==> config.mk <==
export PLATFORM = sky130hd
export DESIGN_NAME = multi_queue_task_fifo
export DESIGN_NICKNAME = d
export VERILOG_FILES = /design/src/hw/rtl/mqtf_pkg.sv /design/src/hw/rtl/mqtf_ram.sv /design/src/hw/rtl/multi_queue_task_fifo.sv
export SDC_FILE = /design/constraint.sdc
export NUM_CORES = 2
export LEC_CHECK = 0
export BUFFER_PORTS_ARGS = -buffer_cell sky130_fd_sc_hd__buf_2
export CORE_UTILIZATION = 61
export CTS_CLUSTER_DIAMETER = 60
export DETAILED_ROUTE_END_ITERATION = 6
export PLACE_DENSITY = 0.85
export SKIP_CTS_REPAIR_TIMING = 1
export SLEW_MARGIN = 0
export SYNTH_ARGS = -nofsm -noshare
export SYNTH_HDL_FRONTEND = slang
export SYNTH_HIERARCHICAL = 1
export SYNTH_SLANG_ARGS = --single-unit
==> constraint.sdc <==
create_clock -name clk -period 7.3 [get_ports clk]
set_clock_uncertainty 0.15 [all_clocks]
set_input_delay 0.365 -clock clk [delete_from_list [all_inputs] [get_ports clk]]
set_output_delay 0.365 -clock clk [all_outputs]
set_load 0.1 [all_outputs]
==> src/hw/rtl/mqtf_pkg.sv <==
package mqtf_pkg;

    localparam int TASK_COUNT_DEF = 64;

    localparam logic FUNC_PUSH = 1'b0;
    localparam logic FUNC_POP  = 1'b1;

endpackage

==> src/hw/rtl/mqtf_ram.sv <==
module mqtf_ram #(
    parameter int WIDTH = 8,
    parameter int DEPTH = 64
) (
    input  logic                     clk,
    input  logic                     we,
    input  logic [$clog2(DEPTH)-1:0] waddr,
    input  logic [WIDTH-1:0]         wdata,
    input  logic [$clog2(DEPTH)-1:0] raddr,
    output logic [WIDTH-1:0]         rdata
);

    logic [WIDTH-1:0] mem [DEPTH];

    always_ff @(posedge clk)
    begin
        if (we)
        begin
            mem[waddr] <= wdata;
        end
        rdata <= mem[raddr];
    end

endmodule

==> src/hw/rtl/multi_queue_task_fifo.sv <==
// A request with an out-of-range task gives its result straight from the idle state,
// a push to an empty queue or a pop of an empty queue from the queue read state, any
// other push from the second link write state and any other pop from the link read
// state; busy is high from the queue read state until done rises.
// A new request is taken only in idle, after the read, modify and write back of the
// queue and link memories. After reset a clearing pass empties every queue; busy stays
// high. Each result is strobed by done for one cycle; the receiver cannot stall.
module multi_queue_task_fifo #(
    parameter int TASK_COUNT = mqtf_pkg::TASK_COUNT_DEF,
    localparam int ID_W  = $clog2(TASK_COUNT),
    localparam int CNT_W = $clog2(TASK_COUNT + 1)
) (
    input  logic             clk,
    input  logic             rst_n,
    input  logic             start,
    output logic             busy,
    input  logic             func,
    input  logic [ID_W-1:0]  owner_task,
    input  logic [ID_W-1:0]  entry_task,
    output logic             done,
    output logic             ok,
    output logic [ID_W-1:0]  popped_task,
    output logic [CNT_W-1:0] queue_length
);

    localparam int QW = CNT_W + 2 * ID_W;
    localparam int LW = ID_W + 1;

    localparam logic [2:0] ST_CLEAR = 3'd0;
    localparam logic [2:0] ST_IDLE  = 3'd1;
    localparam logic [2:0] ST_READQ = 3'd2;
    localparam logic [2:0] ST_READL = 3'd3;
    localparam logic [2:0] ST_LINK2 = 3'd4;

    logic [2:0]       state_reg, state_next;
    logic [ID_W-1:0]  clr_reg, clr_next;
    logic             done_reg, done_next;
    logic             ok_reg, ok_next;
    logic [ID_W-1:0]  popped_reg, popped_next;
    logic [CNT_W-1:0] len_reg, len_next;
    logic             func_reg, func_next;
    logic [ID_W-1:0]  owner_reg, owner_next;
    logic [ID_W-1:0]  entry_reg, entry_next;
    logic [CNT_W-1:0] cnt_reg, cnt_next;
    logic [ID_W-1:0]  old_reg, old_next;
    logic [ID_W-1:0]  new_reg, new_next;

    logic             q_we;
    logic [ID_W-1:0]  q_waddr, q_raddr;
    logic [QW-1:0]    q_wdata, q_rdata;
    logic             l_we;
    logic [ID_W-1:0]  l_waddr, l_raddr;
    logic [LW-1:0]    l_wdata, l_rdata;

    logic [CNT_W-1:0] q_cnt, cnt_sat, cnt_dec;
    logic [ID_W-1:0]  q_old, q_new, l_nxt;
    logic             l_v;
    logic             bad_req;

    mqtf_ram #(
        .WIDTH (QW),
        .DEPTH (TASK_COUNT)
    ) u_queue_ram (
        .clk   (clk),
        .we    (q_we),
        .waddr (q_waddr),
        .wdata (q_wdata),
        .raddr (q_raddr),
        .rdata (q_rdata)
    );

    mqtf_ram #(
        .WIDTH (LW),
        .DEPTH (TASK_COUNT)
    ) u_link_ram (
        .clk   (clk),
        .we    (l_we),
        .waddr (l_waddr),
        .wdata (l_wdata),
        .raddr (l_raddr),
        .rdata (l_rdata)
    );

    assign q_cnt = q_rdata[QW-1 -: CNT_W];
    assign q_old = q_rdata[2*ID_W-1:ID_W];
    assign q_new = q_rdata[ID_W-1:0];
    assign l_v   = l_rdata[ID_W];
    assign l_nxt = l_rdata[ID_W-1:0];

    assign cnt_sat = (q_cnt < CNT_W'(TASK_COUNT)) ? q_cnt + CNT_W'(1) : q_cnt;
    assign cnt_dec = cnt_reg - CNT_W'(1);

    assign bad_req = ({1'b0, owner_task} >= (ID_W + 1)'(TASK_COUNT))
                  || ((func == mqtf_pkg::FUNC_PUSH)
                      && ({1'b0, entry_task} >= (ID_W + 1)'(TASK_COUNT)));

    always_comb
    begin
        state_next  = state_reg;
        clr_next    = clr_reg;
        done_next   = 1'b0;
        ok_next     = ok_reg;
        popped_next = popped_reg;
        len_next    = len_reg;
        func_next   = func_reg;
        owner_next  = owner_reg;
        entry_next  = entry_reg;
        cnt_next    = cnt_reg;
        old_next    = old_reg;
        new_next    = new_reg;
        q_we        = 1'b0;
        q_waddr     = owner_reg;
        q_wdata     = '0;
        q_raddr     = owner_task;
        l_we        = 1'b0;
        l_waddr     = entry_reg;
        l_wdata     = '0;
        l_raddr     = q_old;

        unique case (state_reg)
            ST_CLEAR:
            begin
                // sweep every queue to empty
                q_we     = 1'b1;
                q_waddr  = clr_reg;
                clr_next = clr_reg + ID_W'(1);
                if (clr_reg == ID_W'(TASK_COUNT - 1))
                begin
                    state_next = ST_IDLE;
                end
            end
            ST_IDLE:
            begin
                if (start)
                begin
                    func_next  = func;
                    owner_next = owner_task;
                    entry_next = entry_task;
                    if (bad_req)
                    begin
                        done_next   = 1'b1;
                        ok_next     = 1'b0;
                        popped_next = '0;
                        len_next    = '0;
                    end
                    else
                    begin
                        state_next = ST_READQ;
                    end
                end
            end
            ST_READQ:
            begin
                cnt_next = q_cnt;
                old_next = q_old;
                new_next = q_new;
                if (func_reg == mqtf_pkg::FUNC_PUSH)
                begin
                    q_we = 1'b1;
                    if (q_cnt == '0)
                    begin
                        q_wdata     = {CNT_W'(1), entry_reg, entry_reg};
                        l_we        = 1'b1;
                        done_next   = 1'b1;
                        ok_next     = 1'b1;
                        popped_next = '0;
                        len_next    = CNT_W'(1);
                        state_next  = ST_IDLE;
                    end
                    else
                    begin
                        // append behind the newest entry, clear the new entry's link next
                        q_wdata    = {cnt_sat, q_old, entry_reg};
                        l_we       = 1'b1;
                        l_waddr    = q_new;
                        l_wdata    = {1'b1, entry_reg};
                        len_next   = cnt_sat;
                        state_next = ST_LINK2;
                    end
                end
                else
                begin
                    if (q_cnt == '0)
                    begin
                        done_next   = 1'b1;
                        ok_next     = 1'b0;
                        popped_next = '0;
                        len_next    = '0;
                        state_next  = ST_IDLE;
                    end
                    else
                    begin
                        state_next = ST_READL;
                    end
                end
            end
            ST_LINK2:
            begin
                l_we        = 1'b1;
                done_next   = 1'b1;
                ok_next     = 1'b1;
                popped_next = '0;
                state_next  = ST_IDLE;
            end
            ST_READL:
            begin
                q_we        = 1'b1;
                l_we        = 1'b1;
                l_waddr     = old_reg;
                l_wdata     = {1'b0, l_nxt};
                done_next   = 1'b1;
                ok_next     = 1'b1;
                popped_next = old_reg;
                if (l_v && (cnt_dec != '0))
                begin
                    q_wdata  = {cnt_dec, l_nxt, new_reg};
                    len_next = cnt_dec;
                end
                else
                begin
                    // end of chain or count run out: drop the queue to empty
                    q_wdata  = '0;
                    len_next = l_v ? cnt_dec : '0;
                end
                state_next = ST_IDLE;
            end
            default:
            begin
                state_next = ST_IDLE;
            end
        endcase
    end

    always_ff @(posedge clk or negedge rst_n)
    begin
        if (!rst_n)
        begin
            state_reg <= ST_CLEAR;
            clr_reg   <= '0;
            done_reg  <= 1'b0;
        end
        else
        begin
            state_reg <= state_next;
            clr_reg   <= clr_next;
            done_reg  <= done_next;
        end
    end

    always_ff @(posedge clk)
    begin
        ok_reg     <= ok_next;
        popped_reg <= popped_next;
        len_reg    <= len_next;
        func_reg   <= func_next;
        owner_reg  <= owner_next;
        entry_reg  <= entry_next;
        cnt_reg    <= cnt_next;
        old_reg    <= old_next;
        new_reg    <= new_next;
    end

    assign busy         = (state_reg != ST_IDLE);
    assign done         = done_reg;
    assign ok           = ok_reg;
    assign popped_task  = popped_reg;
    assign queue_length = len_reg;

endmodule

Word-level counts from Yosys, hierarchy flattened --
Memories as Yosys holds them, arrays and structs flattened. A register that Yosys moved wholly into a read port is not among the register bits. Index checks and enable logic that the tools add are counted.
Word-level totals: bits in registers 56, memory bits (writable) 1664, input bits 16, output and inout port bits 16, logic and storage cells 81, memories kept 2
Cells by class: add/sub/neg operators 3, magnitude comparators 1, equality and inequality tests 10, multiplexer cells 39, reductions and logical operators 14
Memory list:
- u_queue_ram.mem | depth 64, bits a word 19, rd ports 1, clocked after memory_dff 1, write ports 1, line mqtf_ram.sv:13 | logic [WIDTH-1:0] mem [DEPTH];
- u_link_ram.mem | depth 64, bits a word 7, rd ports 1, clocked after memory_dff 1, write ports 1, line mqtf_ram.sv:13
Operators with widths (number):
- 19-bit 2-to-1 mux | 3
- 7-bit 2-to-1 mux | 8
- 19-bit case mux with 2 select lines | 1
- 7-bit case mux with 2 select lines | 2
- 6-bit 2-to-1 mux | 4
- 6-bit case mux with 3 select lines | 1
- 3-bit 2-to-1 mux | 4
- 6-bit case mux with 2 select lines | 1
- 2-bit AND reduction | 5
- 1-bit 2-to-1 mux | 9
- 3-bit case mux with 3 select lines | 1
- 1-bit case mux with 2 select lines | 4
- 7-bit by 1-bit adder with 7-bit output (second input constant) | 1
- 7-bit zero test | 1
- 7-bit < comparator (second input constant) | 1
- 7-bit nonzero test | 1
- 7-bit by 1-bit subtractor with 7-bit output (second input constant) | 1
- 6-bit by 1-bit adder with 6-bit output (second input constant) | 1
- 3-bit by 2-bit == test with 1-bit output (second input constant) | 2
- 6-bit == test (second input constant) | 1
- 2-bit != test (second input constant) | 3
- 2-bit nonzero test | 2
- 2-bit OR reduction | 2
- 3-bit by 1-bit == test with 1-bit output (second input constant) | 1
- 7 further kinds | 7

Longest topological paths before layout --
depth after elaboration 5, mapped depth 13, mapped depth without buffers 10

Hierarchy --
The synthesis kept the hierarchy.
Modules (own cells, without submodules):
- mqtf_ram at u_queue_ram | times used 1, cells each 2113, area each 47113.9 um^2, sequential area each 36895.4 um^2
- mqtf_ram at u_link_ram | times used 1, cells each 827, area each 17635.7 um^2, sequential area each 13593.0 um^2
- multi_queue_task_fifo | times used 1, cells each 239, area each 2829.0 um^2, sequential area each 1631.6 um^2

Least setup slack after synthesis --
Ideal clock, no wire load.
path type register -> register, start point register cnt_reg[0], end point memory u_queue_ram/mem[0][13] (netlist name), data pin, setup time 0.729 ns, data arrival time 3.971 ns, required time 6.421 ns, slack 2.450 ns, cell stages (with the launch flop) 7, path buffers 0, clock period less this slack 4.850 ns, cells stage by stage edfxtp_1 > inv_1 > ha_1 > nor3b_1 > xor2_1 > nor3_1 > o32ai_1
On the way: cells in the longest elaborated chain, start to end 5
Ends and longest elaborated chain:
- start, declared | line multi_queue_task_fifo.sv:44 | logic [CNT_W-1:0] cnt_reg, cnt_next;
- start signal, assigned | line multi_queue_task_fifo.sv:258 | cnt_reg <= cnt_next;
- 7-bit by 1-bit subtractor with 7-bit output * | line multi_queue_task_fifo.sv:91 | assign cnt_dec = cnt_reg - CNT_W'(1);
- 7-bit nonzero test | line multi_queue_task_fifo.sv:214 | if (l_v && (cnt_dec != '0))
- 1-bit logical AND | line multi_queue_task_fifo.sv:214
- 19-bit 2-to-1 mux * | line multi_queue_task_fifo.sv:214
- 19-bit case mux with 2 select lines * | line multi_queue_task_fifo.sv:120 | unique case (state_reg)
- via q_wdata[13] | line multi_queue_task_fifo.sv:50 | logic [QW-1:0] q_wdata, q_rdata;
- end, declared | line mqtf_ram.sv:13
The timed path passes the listed nets; every way through them passes the cells marked *.

Worst setup path after layout --
start point register state_reg[2], end point memory u_link_ram/mem[47][3] (netlist name) (enable)
On the way: elaborated cells on any way between the ends 8, classes of those cells eq/ne: 3; mux: 4; reduce/logical: 1
RTL lines:
- start, declared | line multi_queue_task_fifo.sv:35 | logic [2:0] state_reg, state_next;
- start signal, assigned | line multi_queue_task_fifo.sv:244 | state_reg <= state_next;
- 3-bit by 2-bit == test with 1-bit output | line multi_queue_task_fifo.sv:120
- 6-bit case mux with 2 select lines * | line multi_queue_task_fifo.sv:120
- via l_waddr[2] | line multi_queue_task_fifo.sv:52 | logic [ID_W-1:0] l_waddr, l_raddr;
- end, declared | line mqtf_ram.sv:13
Marks and branches as above.

==> results.cfg <==
[floorplan]
start_util = 0.618
coreArea_um2 = 109000
die_y_um = 335
die-area_um2 = 112000
rows = 121
die_x_um = 335
ios = 32

[critical_path]
worstSetupEndpointType = register
slowest_stage = nor2_1
path_buf_inv = 1
critPathTopFamily = simple AND/OR/NAND/NOR gates
critPathMaxStageDelay_ns = 0.81
critPathKind = reg -> reg
start_kind = register
cp.required_ns = 7.56
crit_fanout = 77
path_cells = nand2b_1 > nor3_2 > nand2_4 > inv_4 > a221o_1 > nand4_1 > nor2_1
cp.arrival_ns = 5.17

[routing]
ant_nets = 0
wl_per_cell_um = 36.3
via_count = 35900
first_pass_iters = 7
drc = 35
detail_route.iter0.violations = 6567
routed_wl_um = 178000
vias_per_cell = 7.33

[synthesis]
postSynthAreaPerCell_um2 = 21.3
synth_top_area_share = 0.760
synth_area_leaders = edfxtp_1, mux4_2, mux2i_1
async_flop_share = 0.00573
ys_warn_count = 6
synth_top_area_cell = edfxtp_1
synthFlopType = edfxtp_1
synth-edff-count = 1710
synth-seq-cells = 1746
synthCells = 3179
synthDistinctLibCells = 60
yosysSeqAreaShare = 0.771
syn_nets = 3200
syn_area_um2 = 67600

[power]
vdd_ir_drop_max_uv = 277
p_leak_nw = 24.0
p_per_area_nw_per_um2 = 328
power.total_mw = 24.6

[clock_tree]
clock_latency_ns = 0.79
htreeDepth = 4
cts_root_buf = clkbuf_16
cts_sinks = 1746
clk_path_buf_depth = 3
numCtsBuffers = 165
clk_pin_slew_worst_paths_ns = 0.06
cts_tree = yes

[timing]
drv_slew = 0
setup_viol = 0
fin_crit_ns = 4.90
max_slew_margin = 0.0553
setup_tns_ns = 0
fin_hold_ws_ns = 0.0463
rsz0062_at_grt = false
tightestPinTransition_ns = 1.40
timing.fmax_mhz = 204
hold_viol_final = 0
period_share = 0.672

[finish]
final_nets = 3304
drive_gt1_frac = 0.249
reg_top3 = u_queue_ram/mem (1216), u_link_ram/mem (448), u_queue_ram/rdata (19)
postLayoutCoreUtil = 0.685
fillerInstances = 6049
area_growth_syn_to_layout_pct = 10.8
top_register = u_queue_ram/mem
final_common_cell = edfxtp_1
largest_register_ffs = 1216
final_cell_mix = edfxtp_1, mux4_2, clkbuf_16
multi_input_area_um2 = 14800
ff_latch_area_um2 = 52100

[place]
gp_congestion = 0.908
hpwlAfterDp_um = 93100
io_buffer_count = 31

[run]
drv_cap = 0

[global_route]
grt_use_total = 0.318
grt_max_degree = 121
antenna_found_initial = 13
grt_pass1_wl_um = 253000
grt_pass1_vias = 35500
gr-total-overflow = 0

[status]
violations = DRC
status = finished, violations left

[min_path]
hp-class = in -> reg
-- cell families (layout without fill, tap and decap cells) --
group	after synthesis	after routing	synth area share
XOR/XNOR	13	13	0.00168
AND/OR/NAND/NOR	361	361	0.0258
flip-flops	1746	1746	0.771
AO/OA/AOI/OAI	298	298	0.0298
multiplexers	571	571	0.155
adder cells (fa/ha/maj)	5	5	0.000926
other	0	1	0
buffers and inverters	185	420	0.0154
-- report_power, final --
part | switching (mW) | internal, mW
clock | 3.76 | 4.52
sequential | 0.289 | 12.3
combinational | 2.87 | 0.876
total | 6.92 | 17.7
-- cell type report --
| class | instances | area share |
|---|---|---|
| Antenna cell | 1 | 0.0000334 |
| Clock buffer | 216 | 0.0592 |
| Clock inverter | 82 | 0.00934 |
| Inverter | 8 | 0.000435 |
| Multi-Input combinational cell | 1248 | 0.198 |
| Sequential cell | 1746 | 0.696 |
| Tap cell | 1476 | 0.0247 |
| Timing Repair Buffer | 114 | 0.0116 |
-- Yosys cell counts (all sizes together), types with 5 or more instances --
library cell	number
edfxtp	1710
mux4	378
nor2	169
mux2i	161
buf	108
clkbuf	69
o21ai	63
o22ai	56
nand2	54
a22oi	52
mux2	32
dfxtp	26
nor3	26
a31oi	25
o31ai	19
nand3	18
a21oi	15
nor2b	15
a211oi	14
and3	13
nand2b	13
a22o	11
o22a	11
dfrtp	10
o221ai	9
and2	8
inv	8
nand3b	8
or3	7
xnor2	7
a221o	6
nand4	6
nor3b	6
xor2	6
and3b	5
ha	5
-- metal layers --
metal,global-route usage,share of wire
met1,0.421,0.33
met5,0,0.00059
met3,0.0951,0.15
met4,0.134,0.051
met2,0.497,0.47
-- worst paths after layout --
kind	depth (start not counted)	endpoint	slack, ns	start
hold / removal	1	owner_reg[5]	0.05	owner_task[5]
setup reg to reg	7	u_link_ram/mem[47][3]	2.40	state_reg[2]
hold reg to reg	0	new_reg[4]	0.36	u_queue_ram/rdata[4]
max in group asynchronous	3	clr_reg[5]	6.04	rst_n
min in group asynchronous	3	done	0.54	rst_n
setup / recovery	7	u_link_ram/mem[47][3]	2.40	state_reg[2]
-- metrics by stage --
stage / cells / area [um^2] / setup slack (ns)
CTS: 4880 / 74800 / 2.52
finish: 4891 / 74900 / 2.40
floorplan: 3179 / 67600 / 2.45
detailed placement: 4582 / 69600 / 2.72
global placement: 4582 / 69600 / 2.90
global route: 4890 / 74900 / 2.26
No activity file was read; power rests on OpenSTA's default activity.
